==> src/rtl/core/pbrm_pkg.sv <==
// Shared types and constants of the port bitmap range marker.
`timescale 1ns / 1ps
package pbrm_pkg;

	localparam int PORT_W    = 16;
	localparam int ACT_W     = 3;
	localparam int CNT_W     = 17;
	localparam int WORD_BITS = 8;
	localparam int BIT_W     = 3;

	// Action codes of an input transaction
	localparam logic [ACT_W-1:0] ACT_SET         = 3'd0;
	localparam logic [ACT_W-1:0] ACT_CLEAR       = 3'd1;
	localparam logic [ACT_W-1:0] ACT_TEST        = 3'd2;
	localparam logic [ACT_W-1:0] ACT_SET_RANGE   = 3'd3;
	localparam logic [ACT_W-1:0] ACT_CLEAR_RANGE = 3'd4;
	localparam logic [ACT_W-1:0] ACT_CLEAR_ALL   = 3'd5;

	// Memory operation kinds issued by the sequencer
	typedef enum logic [2:0] {
		OP_NONE,
		OP_SET,
		OP_CLR,
		OP_TEST,
		OP_ZERO
	} op_kind_t;

	typedef struct packed {
		logic              vld;
		op_kind_t          kind;
		logic [PORT_W-1:0] port;
		logic              last;
		logic [CNT_W-1:0]  touched;
	} op_t;

	typedef struct packed {
		logic             vld;
		logic             is_set;
		logic [CNT_W-1:0] touched;
	} res_t;

endpackage

==> src/rtl/core/pbrm_rmw.sv <==
// Modify stage: merges read data, forwards last write, writes back, reports result.
`timescale 1ns / 1ps
module pbrm_rmw #(
	parameter int NUM_PORTS = 65536,
	parameter int AW        = 13
) (
	input  logic                           clk,
	input  logic                           arst_n,
	input  pbrm_pkg::op_t                  issue,
	input  logic [pbrm_pkg::WORD_BITS-1:0] rdata,
	output logic                           we,
	output logic [AW-1:0]                  waddr,
	output logic [pbrm_pkg::WORD_BITS-1:0] wdata,
	output pbrm_pkg::res_t                 res
);
	import pbrm_pkg::*;

	op_t                  op_s1;
	logic                 fwd_vld_q;
	logic [AW-1:0]        fwd_addr_q;
	logic [WORD_BITS-1:0] fwd_data_q;

	logic                 in_rng;
	logic [AW-1:0]        addr;
	logic [BIT_W-1:0]     bidx;
	logic [WORD_BITS-1:0] word;
	logic [WORD_BITS-1:0] mask;
	logic                 test_bit;

	// Op waits here while its word comes out of the memory
	always_ff @(posedge clk or negedge arst_n) begin
		if (!arst_n) begin
			op_s1     <= '0;
			fwd_vld_q <= 1'b0;
		end else begin
			op_s1     <= issue;
			fwd_vld_q <= we;
		end
	end

	always_ff @(posedge clk) begin
		fwd_addr_q <= waddr;
		fwd_data_q <= wdata;
	end

	// Word select, with bypass of the write made in the previous cycle
	always_comb begin
		in_rng   = {1'b0, op_s1.port} < CNT_W'(NUM_PORTS);
		addr     = AW'(op_s1.port >> BIT_W);
		bidx     = op_s1.port[BIT_W-1:0];
		word     = (fwd_vld_q && fwd_addr_q == addr) ? fwd_data_q : rdata;
		mask     = WORD_BITS'(1) << bidx;
		test_bit = in_rng & word[bidx];
	end

	// Modify and write back
	always_comb begin
		we         = 1'b0;
		waddr      = addr;
		wdata      = word;
		res.vld    = op_s1.vld && op_s1.last;
		res.is_set = 1'b0;
		res.touched = op_s1.touched;
		unique case (op_s1.kind)
			OP_SET: begin
				we    = op_s1.vld && in_rng;
				wdata = word | mask;
			end
			OP_CLR: begin
				we    = op_s1.vld && in_rng;
				wdata = word & ~mask;
			end
			OP_ZERO: begin
				we    = op_s1.vld;
				wdata = '0;
			end
			OP_TEST: begin
				res.is_set = test_bit;
			end
			default: begin
			end
		endcase
	end

endmodule

==> config.mk <==
export PLATFORM = sky130hd
export DESIGN_NAME = pbrm_rmw
export DESIGN_NICKNAME = d
export VERILOG_FILES = /design/src/rtl/core/pbrm_pkg.sv /design/src/rtl/core/pbrm_rmw.sv
export SDC_FILE = /design/constraint.sdc
export NUM_CORES = 1
export LEC_CHECK = 0
export BUFFER_PORTS_ARGS = -buffer_cell sky130_fd_sc_hd__buf_2
export CAP_MARGIN = 20
export CELL_PAD_IN_SITES_DETAIL_PLACEMENT = 0
export CELL_PAD_IN_SITES_GLOBAL_PLACEMENT = 1
export CORE_MARGIN = 5
export CORE_UTILIZATION = 39
export DETAILED_ROUTE_END_ITERATION = 7
export PLACE_DENSITY_LB_ADDON = 0.2
export SLEW_MARGIN = 15
export SYNTH_ARGS = -nofsm -noshare
export SYNTH_HDL_FRONTEND = slang
export SYNTH_SLANG_ARGS = --single-unit
==> constraint.sdc <==
create_clock -name clk -period 3.1 [get_ports clk]
set_input_delay 0.62 -clock clk [delete_from_list [all_inputs] [get_ports clk]]
set_output_delay 0.62 -clock clk [all_outputs]
set_load 0.01 [all_outputs]
==> flow_results.xml <==
<?xml version="1.0" encoding="UTF-8"?>
<metrics>
  <group name="outcome">
    <metric name="run_status" unit="">completed</metric>
  </group>
  <group name="placed_design">
    <metric name="place.port_buffers" unit="">88</metric>
    <metric name="placed_cell_area" unit="sq mm">0.00253</metric>
    <metric name="dp_hpwl" unit="mm">3.27</metric>
    <metric name="gpl.final_weighted_congestion" unit="">0.823</metric>
  </group>
  <group name="timing">
    <metric name="layout_skew" unit="ps">8.12</metric>
    <metric name="worstMarginPinSlew" unit="ps">847</metric>
    <metric name="number_of_pins_with_negative_max_slew_slack_in_the_final_report" unit="">0</metric>
    <metric name="min_period" unit="ps">2700</metric>
    <metric name="unrepaired_setup_endpoints_after_global_routing" unit="">no</metric>
    <metric name="final.period_utilization" unit="">0.870</metric>
    <metric name="max-slew-margin-rel" unit="">0.435</metric>
    <metric name="achievable-frequency" unit="MHz">371</metric>
    <metric name="finalSetupViolations" unit="">0</metric>
    <metric name="final_hold_viol_count" unit="">0</metric>
    <metric name="setup-tns-final" unit="ps">0</metric>
  </group>
  <group name="synthesis">
    <metric name="synth_enable_flop_cells" unit="">0</metric>
    <metric name="synth_async_sr_flop_share" unit="">0.650</metric>
    <metric name="synthXorXnorAreaFrac" unit="">0.0547</metric>
    <metric name="adder_cell_share_of_the_synthesized_area" unit="">0</metric>
    <metric name="synth.yosys.seq_area_share" unit="">0.623</metric>
    <metric name="synthDistinctLibCells" unit="">27</metric>
    <metric name="synth_compound_gate_area_share" unit="">0.0553</metric>
    <metric name="synth_mux_area_frac" unit="">0.0804</metric>
    <metric name="yosys_warnings" unit="">0</metric>
    <metric name="syn_nets" unit="">220</metric>
    <metric name="postSynth.topFlopCell" unit="">sky130_fd_sc_hd__dfrtp_1</metric>
    <metric name="syn_area_per_cell" unit="sq um">13.0</metric>
    <metric name="synth_top_family_by_area" unit="">buffers and inverters</metric>
    <metric name="post_synthesis_cell_count" unit="">172</metric>
    <metric name="synth_simple_gate_area_share" unit="">0.0743</metric>
    <metric name="summed_instance_area_of_the_synthesized_netlist" unit="sq mm">0.00224</metric>
    <metric name="synth_seq_cells" unit="">60</metric>
  </group>
  <group name="power">
    <metric name="max-vdd-ir-drop" unit="V">0.000385</metric>
    <metric name="totalPowerFinal" unit="mW">1.81</metric>
    <metric name="leakage" unit="nW">1.27</metric>
    <metric name="p_per_area" unit="mW/mm^2">656</metric>
  </group>
  <group name="cells_and_area">
    <metric name="mostFrequentLayoutCell" unit="">sky130_fd_sc_hd__buf_2</metric>
    <metric name="n_antenna_cell" unit="">0</metric>
    <metric name="most-common-layout-cells" unit="">88 x sky130_fd_sc_hd__buf_2, 39 x sky130_fd_sc_hd__dfrtp_1, 21 x sky130_fd_sc_hd__dfxtp_1, 13 x sky130_fd_sc_hd__xnor2_1, 12 x sky130_fd_sc_hd__clkbuf_8</metric>
    <metric name="post-route-util" unit="">0.499</metric>
    <metric name="net_count_of_the_finished_layout" unit="">285</metric>
    <metric name="n_fill_cell" unit="">545</metric>
    <metric name="final_design_area_no_fill" unit="sq mm">0.00276</metric>
    <metric name="layout-drive-gt1-share" unit="">0.450</metric>
    <metric name="register_area" unit="sq mm">0.00140</metric>
    <metric name="synthToLayoutAreaGrowth" unit="%">23.3</metric>
    <metric name="multi_input_logic_area" unit="sq um">593</metric>
  </group>
  <group name="global_route">
    <metric name="grt.overflow.total" unit="">0</metric>
    <metric name="antenna_found_initial" unit="">0</metric>
    <metric name="globalRouteTotalUtil" unit="">0.131</metric>
    <metric name="grt_pass1_vias" unit="">1455</metric>
    <metric name="maximum_number_of_pins_on_one_net_before_global_route_repair" unit="">40</metric>
    <metric name="grt_pass1_wl" unit="mm">7.12</metric>
  </group>
  <group name="critical_path">
    <metric name="critical_path.reg2reg.startpoint" unit="">waddr[5]</metric>
    <metric name="worst-r2r-setup-slack" unit="ps">1380</metric>
    <metric name="critical_path.max_stage_delay" unit="ps">410</metric>
    <metric name="crit_arrival" unit="ps">2080</metric>
    <metric name="maximum_fanout_along_the_worst_path" unit="">10</metric>
    <metric name="regToRegEndpoint" unit="">fwd_data_q[5]</metric>
    <metric name="timing.critical_path.from_type" unit="">flop</metric>
    <metric name="worst_setup_path_end_kind" unit="">output port</metric>
    <metric name="cp_cell_sequence" unit="">xnor2_1 &gt; nand4_1 &gt; nor4_2 &gt; buf_4 &gt; mux2i_1 &gt; o22ai_1 &gt; buf_2</metric>
    <metric name="worst_ep_required_time" unit="ps">2480</metric>
    <metric name="critical-path-slowest-cell" unit="">sky130_fd_sc_hd__dfrtp_1</metric>
    <metric name="worstSetupPathType" unit="">reg2out</metric>
    <metric name="worst_setup_path_startpoint" unit="">waddr[5]</metric>
    <metric name="worstRegToRegCells" unit="">6</metric>
  </group>
  <group name="drt">
    <metric name="first_pass_iters" unit="">4</metric>
    <metric name="final_antenna_net_count" unit="">0</metric>
    <metric name="detail_route.drc_violations" unit="">0</metric>
    <metric name="viasPerCell" unit="">4.43</metric>
    <metric name="detailroute.wirelength.met3" unit="microns">555</metric>
    <metric name="topRoutingLayerUsed" unit="">met4</metric>
    <metric name="dr_total_vias" unit="">1392</metric>
    <metric name="routed_wire_length_per_instance" unit="microns">14.1</metric>
    <metric name="met2RoutedLength" unit="mm">1.84</metric>
    <metric name="wl" unit="mm">4.42</metric>
    <metric name="drtIter0Drc" unit="">73</metric>
    <metric name="met1_routed_length" unit="mm">1.92</metric>
  </group>
  <group name="cts">
    <metric name="postCtsSetupRepairBufs" unit="">0</metric>
    <metric name="tritoncts" unit="">yes</metric>
    <metric name="clkSlewWorstSetupHoldPaths" unit="ps">70</metric>
    <metric name="ctsRootBufferMaster" unit="">sky130_fd_sc_hd__clkbuf_8</metric>
    <metric name="clock_latency" unit="ps">330</metric>
    <metric name="cts.repair.resized" unit="">0</metric>
    <metric name="cts_made_buffers" unit="">9</metric>
    <metric name="ctsLongestPathBuffers" unit="">2</metric>
    <metric name="clock_sinks" unit="">60</metric>
    <metric name="cts_hold_buffers" unit="">0</metric>
    <metric name="htreeDepth" unit="">3</metric>
  </group>
  <group name="flow_run">
    <metric name="max_cap_viol_count" unit="">0</metric>
  </group>
  <group name="floorplanning">
    <metric name="die_area" unit="sq mm">0.00736</metric>
    <metric name="std_cell_rows" unit="">27</metric>
    <metric name="io_pins" unit="">89</metric>
    <metric name="die_w" unit="microns">85.8</metric>
    <metric name="die_height" unit="microns">85.8</metric>
    <metric name="start_util" unit="">0.404</metric>
    <metric name="core_area" unit="sq mm">0.00554</metric>
  </group>
  <group name="worst_hold_path">
    <metric name="worstHoldPathType" unit="">in2async</metric>
  </group>
</metrics>
==> layout make-up <==
class / count / share of cell area
clock buffer: 13 / 0.0611
clock inverter: 3 / 0.0244
multi-input combinational: 77 / 0.215
sequential: 60 / 0.505
tap: 72 / 0.0326
timing repair buffer: 89 / 0.162
==> power breakdown <==
group	switching (mW)	internal, mW	leakage [nW]
Clock	0.298	0.519	0.116
Sequential	0.0292	0.822	0.633
Combinational	0.0699	0.0756	0.519
==> routing by layer <==
layer,track usage,up-vias
met1,0.163,620
met2,0.176,74
met4,0.0777,0
met3,0.0730,8
met5,0,-
li1,-,690
==> worst max-delay path by stage <==
stage	end	slack (ps)	depth (start not counted)
CTS	wdata[5]	350	7
global placement	wdata[4]	720	7
floorplan	res[17]	990	6
finish	wdata[5]	400	7
global route	wdata[5]	210	7
detailed placement	wdata[5]	710	7
==> Yosys cell counts, types with 4 or more instances <==
cell type                   n  share of area
sky130_fd_sc_hd__dfrtp_1   39           0.44
sky130_fd_sc_hd__buf_4     30           0.10
sky130_fd_sc_hd__dfxtp_1   21           0.19
sky130_fd_sc_hd__xnor2_1   13          0.051
sky130_fd_sc_hd__nor2_1    10          0.017
sky130_fd_sc_hd__mux2i_1    9          0.040
sky130_fd_sc_hd__a21oi_1    7          0.016
sky130_fd_sc_hd__o22ai_1    6          0.017
sky130_fd_sc_hd__clkbuf_1   4         0.0067
sky130_fd_sc_hd__mux4_2     4          0.040
sky130_fd_sc_hd__nor2b_1    4          0.011
==> through the flow <==
| stage | cells | worst slack, ps | hold slack, ps |
|---|---|---|---|
| global route | 314 | 215 | 353 |
| global placement | 298 | 718 | 388 |
| floorplan | 172 | 990 | 324 |
| finish | 314 | 403 | 386 |
| CTS | 314 | 349 | 364 |
| detailed placement | 298 | 714 | 390 |
==> state kept, by name (all words and copies together), names as in the netlist <==
signal	cells
fwd_data_q	8
waddr	13
op_s1	5
bidx	3
res	17
fwd_addr_q	13
fwd_vld_q	1
==> cell families (layout without fill, tap and decap cells) <==
family	after synthesis	in the layout
AO/OA/AOI/OAI	20	20
buffers and inverters	35	105
flip-flops	60	60
XOR/XNOR	14	14
AND/OR/NAND/NOR	30	30
multiplexers	13	13
==> critical path, delay by kind of cell (launching register included) <==
kind                      cells  cell delay [ps]
muxes                         1              250
xor gates and xnor gates      1              160
DFF                           1              410
buffers and inverters         2              390
AOI/OAI and AO/OA             1              120
and+or+nand+nor               2              410
Power figures use the tool's default switching activity.
