### config.mk
export PLATFORM = sky130hd
export DESIGN_NAME = pbrm_ctrl_flat
export DESIGN_NICKNAME = d
export VERILOG_FILES = /design/src/rtl/core/pbrm_pkg.sv /design/src/rtl/core/pbrm_req_if.sv /design/src/rtl/core/pbrm_ctrl.sv /design/src/flat_wrapper.sv
export SDC_FILE = /design/constraint.sdc
export NUM_CORES = 1
export LEC_CHECK = 0
export ABC_AREA = 0
export BUFFER_PORTS_ARGS = -buffer_cell sky130_fd_sc_hd__buf_2
export CAP_MARGIN = 20
export CORE_MARGIN = 2
export CORE_UTILIZATION = 35
export CTS_CLUSTER_DIAMETER = 100
export CTS_CLUSTER_SIZE = 30
export DETAILED_ROUTE_END_ITERATION = 8
export PLACE_DENSITY_LB_ADDON = 0.08
export SYNTH_ARGS = -nofsm -noshare
export SYNTH_HDL_FRONTEND = slang
export SYNTH_SLANG_ARGS = --single-unit
### constraint.sdc
create_clock -name clk -period 4.05 [get_ports clk]
set_input_delay 1.215 -clock clk [delete_from_list [all_inputs] [get_ports clk]]
set_output_delay 1.215 -clock clk [all_outputs]
set_load 0.01 [all_outputs]
### src/rtl/core/pbrm_pkg.sv
// Shared types and constants of the port bitmap range marker.
`timescale 1ns / 1ps
package pbrm_pkg;

	localparam int PORT_W    = 16;
	localparam int ACT_W     = 3;
	localparam int CNT_W     = 17;
	localparam int WORD_BITS = 8;
	localparam int BIT_W     = 3;

	// Action codes of an input transaction
	localparam logic [ACT_W-1:0] ACT_SET         = 3'd0;
	localparam logic [ACT_W-1:0] ACT_CLEAR       = 3'd1;
	localparam logic [ACT_W-1:0] ACT_TEST        = 3'd2;
	localparam logic [ACT_W-1:0] ACT_SET_RANGE   = 3'd3;
	localparam logic [ACT_W-1:0] ACT_CLEAR_RANGE = 3'd4;
	localparam logic [ACT_W-1:0] ACT_CLEAR_ALL   = 3'd5;

	// Memory operation kinds issued by the sequencer
	typedef enum logic [2:0] {
		OP_NONE,
		OP_SET,
		OP_CLR,
		OP_TEST,
		OP_ZERO
	} op_kind_t;

	typedef struct packed {
		logic              vld;
		op_kind_t          kind;
		logic [PORT_W-1:0] port;
		logic              last;
		logic [CNT_W-1:0]  touched;
	} op_t;

	typedef struct packed {
		logic             vld;
		logic             is_set;
		logic [CNT_W-1:0] touched;
	} res_t;

endpackage

### src/rtl/core/pbrm_req_if.sv
// Request channel interface: action, port bounds and step.
`timescale 1ns / 1ps
interface pbrm_req_if;
	import pbrm_pkg::*;

	logic                     valid;
	logic                     ready;
	logic [ACT_W-1:0]         action;
	logic [PORT_W-1:0]        port;
	logic [PORT_W-1:0]        end_port;
	logic signed [PORT_W-1:0] step;

	modport source (output valid, action, port, end_port, step, input ready);
	modport sink (input valid, action, port, end_port, step, output ready);

endinterface

### src/rtl/core/pbrm_ctrl.sv
// Sequencer: takes requests, walks ranges and sweeps the map one word per cycle.
`timescale 1ns / 1ps
module pbrm_ctrl #(
	parameter int MAP_WORDS = 8192,
	parameter int AW        = 13
) (
	input  logic          clk,
	input  logic          arst_n,
	pbrm_req_if.sink      req,
	input  logic          slot_free,
	input  logic          res_vld,
	output pbrm_pkg::op_t issue
);
	import pbrm_pkg::*;

	typedef enum logic [1:0] {
		ST_IDLE,
		ST_WALK,
		ST_CLEAR
	} state_t;

	state_t            state_q;
	logic              pend_q;
	logic [PORT_W-1:0] p_q;
	logic [PORT_W-1:0] rem_q;
	logic [PORT_W-1:0] mag_q;
	logic              up_q;
	logic              set_q;
	logic [CNT_W-1:0]  cnt_q;
	logic [AW-1:0]     clr_addr_q;
	logic              clr_item_q;

	logic              accept;
	logic              clr_end;
	logic              walk_end;
	logic              is_range;
	logic              up;
	logic [PORT_W-1:0] mag;
	logic [PORT_W-1:0] step_u;

	assign req.ready = (state_q == ST_IDLE) && !pend_q && slot_free;
	assign accept    = req.valid && req.ready;
	assign clr_end   = clr_addr_q == AW'(MAP_WORDS - 1);
	assign walk_end  = rem_q < mag_q;
	assign is_range  = (req.action == ACT_SET_RANGE) || (req.action == ACT_CLEAR_RANGE);
	assign up        = req.port <= req.end_port;
	assign step_u    = req.step;

	// Step magnitude: zero counts as one, negative is negated
	always_comb begin
		if (step_u == '0) begin
			mag = PORT_W'(1);
		end else if (step_u[PORT_W-1]) begin
			mag = ~step_u + PORT_W'(1);
		end else begin
			mag = step_u;
		end
	end

	// Memory op for this cycle
	always_comb begin
		issue = '0;
		unique case (state_q)
			ST_IDLE: begin
				if (accept && !is_range && req.action != ACT_CLEAR_ALL) begin
					issue.vld  = 1'b1;
					issue.port = req.port;
					issue.last = 1'b1;
					unique case (req.action)
						ACT_SET: begin
							issue.kind    = OP_SET;
							issue.touched = CNT_W'(1);
						end
						ACT_CLEAR: begin
							issue.kind    = OP_CLR;
							issue.touched = CNT_W'(1);
						end
						ACT_TEST: begin
							issue.kind = OP_TEST;
						end
						default: begin
							issue.kind = OP_NONE;
						end
					endcase
				end
			end
			ST_WALK: begin
				issue.vld     = 1'b1;
				issue.kind    = set_q ? OP_SET : OP_CLR;
				issue.port    = p_q;
				issue.last    = walk_end;
				issue.touched = cnt_q + CNT_W'(1);
			end
			ST_CLEAR: begin
				issue.vld  = 1'b1;
				issue.kind = OP_ZERO;
				issue.port = PORT_W'({clr_addr_q, {BIT_W{1'b0}}});
				issue.last = clr_item_q && clr_end;
			end
			default: begin
			end
		endcase
	end

	// State, walk registers and sweep address
	always_ff @(posedge clk or negedge arst_n) begin
		if (!arst_n) begin
			state_q    <= ST_CLEAR;
			pend_q     <= 1'b0;
			clr_addr_q <= '0;
			clr_item_q <= 1'b0;
		end else begin
			if (accept) begin
				pend_q <= 1'b1;
			end else if (res_vld) begin
				pend_q <= 1'b0;
			end
			unique case (state_q)
				ST_IDLE: begin
					if (accept && is_range) begin
						state_q <= ST_WALK;
					end else if (accept && req.action == ACT_CLEAR_ALL) begin
						state_q    <= ST_CLEAR;
						clr_addr_q <= '0;
						clr_item_q <= 1'b1;
					end
				end
				ST_WALK: begin
					if (walk_end) begin
						state_q <= ST_IDLE;
					end
				end
				ST_CLEAR: begin
					if (clr_end) begin
						state_q <= ST_IDLE;
					end else begin
						clr_addr_q <= clr_addr_q + AW'(1);
					end
				end
				default: begin
					state_q <= ST_IDLE;
				end
			endcase
		end
	end

	// Walk payload registers
	always_ff @(posedge clk) begin
		if (state_q == ST_IDLE && accept) begin
			p_q   <= req.port;
			rem_q <= up ? (req.end_port - req.port) : (req.port - req.end_port);
			mag_q <= mag;
			up_q  <= up;
			set_q <= req.action == ACT_SET_RANGE;
			cnt_q <= '0;
		end else if (state_q == ST_WALK && !walk_end) begin
			p_q   <= up_q ? (p_q + mag_q) : (p_q - mag_q);
			rem_q <= rem_q - mag_q;
			cnt_q <= cnt_q + CNT_W'(1);
		end
	end

endmodule

### src/flat_wrapper.sv
// flat-port wrapper written by rule: the top's interface ports become plain ports
module pbrm_ctrl_flat import pbrm_pkg::*;
#(
	parameter int MAP_WORDS = 8192,
	parameter int AW        = 13
)
  (clk, arst_n, slot_free, res_vld, issue, req_valid, req_action, req_port, req_end_port, req_step, req_ready);
  pbrm_req_if req_i ();
  input  logic clk;
  input  logic arst_n;
  input  logic slot_free;
  input  logic res_vld;
  output pbrm_pkg::op_t issue;
  input wire logic [$bits(req_i.valid)-1:0] req_valid;
  input wire logic [$bits(req_i.action)-1:0] req_action;
  input wire logic [$bits(req_i.port)-1:0] req_port;
  input wire logic [$bits(req_i.end_port)-1:0] req_end_port;
  input wire logic [$bits(req_i.step)-1:0] req_step;
  output wire logic [$bits(req_i.ready)-1:0] req_ready;
  assign req_i.valid = req_valid;
  assign req_i.action = req_action;
  assign req_i.port = req_port;
  assign req_i.end_port = req_end_port;
  assign req_i.step = req_step;
  assign req_ready = req_i.ready;
  pbrm_ctrl #(.MAP_WORDS(MAP_WORDS), .AW(AW)) u_core (.clk(clk), .arst_n(arst_n), .req(req_i), .slot_free(slot_free), .res_vld(res_vld), .issue(issue));
endmodule
==> impl_metrics.csv, run 1 <==
group,metric,value,unit
run,maxCapViolations,0,
floorplanning,initial_core_util,35.9,%
clocking,clk_pin_slew,60,ps
worst_setup_path,rr_worst_depth,13,
grt,first_global_vias,6677,
routing,firstDrtPassIters,5,
pwr,switching_share,38.6,%
clocking,holdBufCountCts,0,
cells_and_area,fin_util,41.7,%
sta,fin_ws,155,ps
cells_and_area,drive_above_1_share,17.2,%
sta,max_slew_margin,38.8,%
floorplanning,fp.dieArea,23800,sq um
clocking,clock-sinks,84,
pwr,irDropWorstVdd,241,uV
clocking,htreeDepth,3,
yosys,syn-cell-area,7910,sq um
worst_setup_path,start_kind,"flip-flop",
worst_hold_path,min_delay_path_depth,1,
sta,min_period,3900,ps
sta,rsz0062_at_grt,"no",
routing,dr.first_iter.drc_count,352,
yosys,synth_nets,1052,
floorplanning,num_rows,54,
placement,dp_hpwl,17700,um
worst_setup_path,endpoint,"issue[17]",
grt,grt_pass1_wl,35900,um
placement,dp.cells,1287,
cells_and_area,register_area,2270,sq um
clocking,cts_buffers,9,
grt,antenna_found_initial,0,
worst_hold_path,min_path_type,"flip-flop to flip-flop",
routing,wl_per_cell,17.4,um
pwr,power,4.00,mW
worst_setup_path,crit_type,"flip-flop to output pin",
routing,viasPerCell,5.32,
worst_setup_path,critPathLaunch,"u_core.mag_q[0]",
pwr,p_seq_share,30.7,%
pwr,leakage,4.10,nW
yosys,synth_warnings,0,
cells_and_area,final_cell_area,9190,sq um
sta,drv_slew,0,
sta,tns,0,ps
worst_setup_path,r2r_end,"u_core.p_q[15]",
yosys,ys_seq_elements,84,
yosys,avgSynthCellArea,8.61,sq um
routing,wirelength,22700,um
clocking,cts_tree,"yes",
yosys,synth_ff_type,"edfxtp_1",
cells_and_area,area_delta_synth_final,16.2,%
placement,dpl_cell_area,8820,sq um
worst_setup_path,setup.worst_path.end_class,"output pin",
floorplanning,fp.dieW,154,um
cells_and_area,num_antenna_cells,0,
pwr,clockPowerShare,23.3,%
worst_setup_path,arrival,2680,ps
sta,tightest_slew,919,ps
worst_setup_path,cp_data_required_time,2830,ps
sta,hold_viol_final,0,
yosys,synth.distinct_cells,82,
cells_and_area,multiInputGateArea,5230,sq um
cells_and_area,fin_nets,1152,
pwr,p_sw,1.54,mW
sta,setup_viol,0,
sta,max_freq,257,MHz
clocking,cts-root-buf,"clkbuf_16",
grt,grt_overflow,0,
pwr,combPwrFrac,45.9,%
grt,grt_max_degree,42,
floorplanning,pin_count,95,
pwr,powerDensity,435,nW/um^2
worst_setup_path,cp_max_fo,2,
yosys,syn_inst,918,
clocking,clk_latency,350,ps
sta,holdWs,474,ps
placement,place_congestion,0.899,
clocking,cts.path.max_buffers,2,
worst_setup_path,regToRegSetupSlack,480,ps
sta,clock-skew-final,9.44,ps
yosys,synth_edf_count,50,
cells_and_area,layout.cells.non_filler,1303,
floorplanning,die_h,154,um
worst_setup_path,worstReg2RegStart,"u_core.mag_q[0]",
outcome,status,"finished clean",
yosys,seq_area_frac_synth,28.7,%
routing,antenna_left,0,
placement,portBuffers,94,
cells_and_area,n_fill_cell,2269,
grt,grt.total_usage,19.0,%
placement,dpl_worst_slack,97.6,ps
routing,drc,0,
routing,via_count,6933,
floorplanning,core_region_area,22000,sq um
pwr,p_int,2.45,mW
sta,period_share,96.2,%
yosys,synthArstFlopShare,20.2,%
==> cells in the mapped netlist, types with 5 or more instances <==
cell | instances | area share, %
a222oi_1 | 13 | 1.6
clkbuf_1 | 21 | 1.0
ha_1 | 74 | 12
nand4_1 | 5 | 0.40
mux2i_1 | 15 | 1.9
inv_1 | 72 | 3.4
nand2b_1 | 10 | 0.79
o21ai_0 | 38 | 2.4
nand3_1 | 32 | 2.0
edfxtp_1 | 50 | 19
xor2_1 | 35 | 3.9
a21o_1 | 19 | 1.8
o31ai_1 | 6 | 0.57
dfrtp_1 | 16 | 5.1
a211oi_1 | 8 | 0.76
buf_2 | 8 | 0.51
or2_2 | 5 | 0.40
and4_1 | 5 | 0.55
and3_1 | 21 | 1.7
o21a_1 | 6 | 0.57
xnor2_1 | 67 | 7.4
o21bai_1 | 7 | 0.66
nor2b_1 | 12 | 0.95
a21oi_1 | 72 | 4.6
nor3_1 | 16 | 1.0
nand2_1 | 46 | 2.2
o211ai_1 | 7 | 0.66
a31oi_1 | 12 | 0.95
or3_1 | 6 | 0.47
nor2_1 | 104 | 4.9
dfxtp_1 | 17 | 4.3
and2_1 | 7 | 0.55
==> worst min-delay path by stage <==
stage                      start           endpoint  slack, ps
2_1_floorplan  u_core.clr_item_q  u_core.clr_item_q        440
3_3_place_gp   u_core.clr_item_q  u_core.clr_item_q        460
3_5_place_dp   u_core.clr_item_q  u_core.clr_item_q        460
4_1_cts        u_core.clr_item_q  u_core.clr_item_q        480
5_1_grt        u_core.clr_item_q  u_core.clr_item_q        510
6_report       u_core.clr_item_q  u_core.clr_item_q        470
==> timing repair <==
| action | CTS | global route |
|---|---|---|
| endpoints found under the hold margin | 0 | 0 |
| pin swaps | 1 | 2 |
| setup buffers | 0 | 0 |
| gates resized for setup | 3 | 3 |
| setup endpoints to repair | 1 | 1 |
==> power groups by stage <==
stage | clock network (mW) | logic (mW) | registers, mW
finish | 0.931 | 1.84 | 1.23
global route | 0.983 | 2.05 | 1.25
CTS | 0.957 | 1.84 | 1.23
detailed placement | 0 | 1.82 | 1.25
global placement | 0 | 1.82 | 1.25
floorplan | 0 | 1.32 | 1.20
==> cell usage in the layout, fill, tap and decap left out, drive strengths merged, types with 8 or more instances in the layout <==
master	n
edfxtp	50
clkbuf	14
nor3	16
a211oi	8
a222oi	13
a21o	19
inv	74
nor2	104
ha	74
nand2b	10
nor2b	12
o21ai	40
a21oi	73
a31oi	13
buf	124
dfrtp	16
nand3	33
mux2i	15
and3	22
nand2	46
xnor2	67
xor2	35
and2	9
dfxtp	17
==> worst max-delay path: stages (launching register included) <==
cell and delay (ps):
edfxtp_1 420, ha_2 220, fa_2 340, nand2b_4 150, a21oi_2 150, o21ai_1 120
a211o_1 350, a31oi_4 230, o21a_1 140, nor2_1 40, buf_2 170
==> registers in the layout (all words and copies together), names as in the netlist <==
name	cells
u_core.cnt_q	17
u_core.mag_q	16
u_core.p_q	16
u_core.rem_q	16
u_core.clr_addr_q	13
u_core.state_q	2
u_core.clr_item_q	1
u_core.pend_q	1
u_core.set_q	1
u_core.up_q	1
==> metal layers <==
layer  wire (um)  global-route usage, %
met1       10800                   26.2
met2       10600                   31.8
met3         925                   2.66
met4         349                   4.59
met5           0                      0
==> cell families after synthesis <==
family          share of synthesized area, %
compound gates                          20.4
fa+ha+maj                               12.7
xor+xnor                                11.3
simple gates                            18.9
mux                                     2.47
flops                                   28.7
buf+inv                                 5.49
==> final cells by class <==
class / instances / area share (%)
clock buffers: 14 / 3.58
clock inverters: 2 / 0.163
inverters: 74 / 3.02
multi-input cells: 725 / 56.9
flip-flops and latches: 84 / 24.7
well taps: 280 / 3.81
repair buffers: 124 / 7.84
Note: power is estimated with default switching activity, not from simulation.
==> inputs of run 2 (changes only) <==
==> constraint.sdc (replaced) <==
create_clock -name clk -period 4.05 [get_ports clk]
set_input_delay 0.405 -clock clk [delete_from_list [all_inputs] [get_ports clk]]
set_output_delay 0.405 -clock clk [all_outputs]
set_load 0.01 [all_outputs]
==> run 2 against run 1 <==
  * Fmax rose by 12%
  * Sequential share of layout area increased by 0.58 points
  * Clock-buffer cell count down 1
  * Via count fell by 0.97%
  * Final cell count shrank 1.4%
  * Design area is 2.3% lower
  * Combinational power down 3%
==> impl_metrics.csv, run 2 (same netlist as run 1, synthesis figures left out) <==
group,metric,value,unit
sta,max_freq,286,MHz
pwr,combPwrFrac,46.1,%
floorplanning,core_region_area,22000,sq um
clocking,htreeDepth,3,
floorplanning,pin_count,95,
clocking,cts_tree,"yes",
grt,grt_overflow,0,
worst_setup_path,cp_data_required_time,3640,ps
cells_and_area,drive_above_1_share,15.2,%
pwr,irDropWorstVdd,203,uV
floorplanning,num_rows,54,
pwr,p_sw,1.52,mW
cells_and_area,n_fill_cell,2351,
clocking,clk_latency,350,ps
worst_setup_path,worstPathBufferInverterCount,2,
worst_setup_path,setup.worst_path.end_class,"output pin",
pwr,clockPowerShare,22.1,%
clocking,postCtsSetupBuffers,0,
sta,rsz0062_at_grt,"no",
worst_hold_path,min_path_type,"primary input to flip-flop",
pwr,switching_share,39.3,%
routing,dr.first_iter.drc_count,384,
floorplanning,initial_core_util,35.9,%
clocking,cts-root-buf,"clkbuf_16",
worst_setup_path,slowest_delay,420,ps
sta,holdWs,230,ps
clocking,clock-sinks,84,
cells_and_area,fin_util,40.8,%
sta,max_slew_margin,32.7,%
worst_setup_path,crit_family,"compound AO/OA/AOI/OAI gates",
clocking,clk_pin_slew,70,ps
routing,firstDrtPassIters,5,
sta,min_period,3490,ps
outcome,status,"finished clean",
worst_setup_path,rr_worst_depth,12,
worst_setup_path,crit_type,"flip-flop to output pin",
cells_and_area,area_delta_synth_final,13.6,%
clocking,cts.path.max_buffers,2,
worst_setup_path,start_kind,"flip-flop",
sta,setup_viol,0,
clocking,cts_buffers,9,
sta,tns,0,ps
worst_setup_path,regToRegSetupSlack,660,ps
cells_and_area,num_antenna_cells,0,
worst_setup_path,crit_chain,"ha_1 > fa_1 > nand2b_1 > a21oi_1 > o21ai_0 > a211o_1 > a31oi_2 > buf_4 > o21a_1 > nor2_1 > buf_2",
run,maxCapViolations,0,
worst_setup_path,arrival,3090,ps
cells_and_area,regMostFlops,"u_core.cnt_q",
routing,drc,0,
worst_hold_path,min_delay_path_depth,2,
cells_and_area,largest_reg_flops,17,
cells_and_area,final_common_cell,"nor2_1",
routing,antenna_left,0,
routing,via_count,6866,
sta,hold_viol_final,0,
routing,viasPerCell,5.34,
floorplanning,die_h,154,um
placement,place_congestion,0.946,
pwr,leakage,3.99,nW
floorplanning,fp.dieArea,23800,sq um
sta,drv_slew,0,
grt,first_global_vias,6526,
grt,antenna_found_initial,0,
sta,clock-skew-final,11.3,ps
pwr,powerDensity,432,nW/um^2
worst_setup_path,worst_path_max_delay_cell,"edfxtp_1",
cells_and_area,most-common-layout-cells,"nor2_1, buf_2, ha_1, a21oi_1, inv_1",
routing,wl_per_cell,17.6,um
placement,portBuffers,94,
grt,grt_max_degree,44,
pwr,p_int,2.36,mW
pwr,p_seq_share,31.8,%
worst_setup_path,worst-path-stages,11,
grt,grt.total_usage,18.9,%
sta,period_share,86.2,%
routing,wirelength,22600,um
placement,dp_hpwl,17600,um
worst_setup_path,cp_max_fo,18,
floorplanning,fp.dieW,154,um
grt,grt_pass1_wl,35200,um
cells_and_area,fin_nets,1134,
sta,tightest_slew,1010,ps
==> run 2: routing by layer <==
layer  GRT usage (%)  vias up  share of wire, %
met3            3.47       12               4.3
met2            31.3      159                47
met4            3.70        0              0.91
met1            26.0     3234                47
li1                -     3461                 -
met5               0        -                 0
==> run 2: timing repair <==
item	in CTS	in global routing
hold endpoints to repair	16	0
resized for setup	0	0
hold buffers	1	0
==> run 2: layout make-up <==
type                       instances  area, sq um  area share [%]
inverter                          74          278            3.09
sequential                        84         2270            25.3
timing repair buffer             106          563            6.27
multi-input combinational        725         5200            58.0
clock buffer                      13          293            3.26
clock inverter                     3         23.8           0.265
tap                              280          350            3.90
==> run 2: path summary, 6_finish.rpt <==
| check | endpoint | startpoint |
|---|---|---|
| worst max-delay path | issue[17] | u_core.mag_q[0] |
| worst min-delay path | u_core.pend_q | res_vld |
| worst max register to register | u_core.p_q[15] | u_core.mag_q[1] |
| worst min register to register | u_core.clr_item_q | u_core.clr_item_q |
| max in group asynchronous | u_core.state_q[1] | arst_n |
| min in group asynchronous | u_core.clr_addr_q[10] | arst_n |
==> run 2: power by group through the flow <==
stage	Sequential, mW	Combinational [mW]	Clock (mW)
after floorplan	1.20	1.32	0
after global placement	1.26	1.79	0
after detailed placement	1.25	1.78	0
after CTS	1.24	1.80	0.891
after global routing	1.25	2.00	0.920
final	1.23	1.79	0.860
==> run 2: through the flow <==
step | cell area [sq um] | worst slack [ps] | power [mW] | std cells
floorplan | 7910 | 728 | 2.52 | 918
global placement | 8650 | 693 | 3.05 | 1268
detailed placement | 8650 | 544 | 3.04 | 1268
CTS | 8980 | 523 | 3.93 | 1285
global route | 8980 | 365 | 4.17 | 1285
finish | 8980 | 559 | 3.88 | 1285
==> run 2: worst register-to-register path, delay by kind of cell (launching register included) <==
| family | cells | cell delay (ps) |
|---|---|---|
| flops | 1 | 430 |
| buf+inv | 1 | 140 |
| xor+xnor | 1 | 90 |
| mux | 2 | 560 |
| compound gates | 6 | 1430 |
| fa+ha+maj | 2 | 500 |
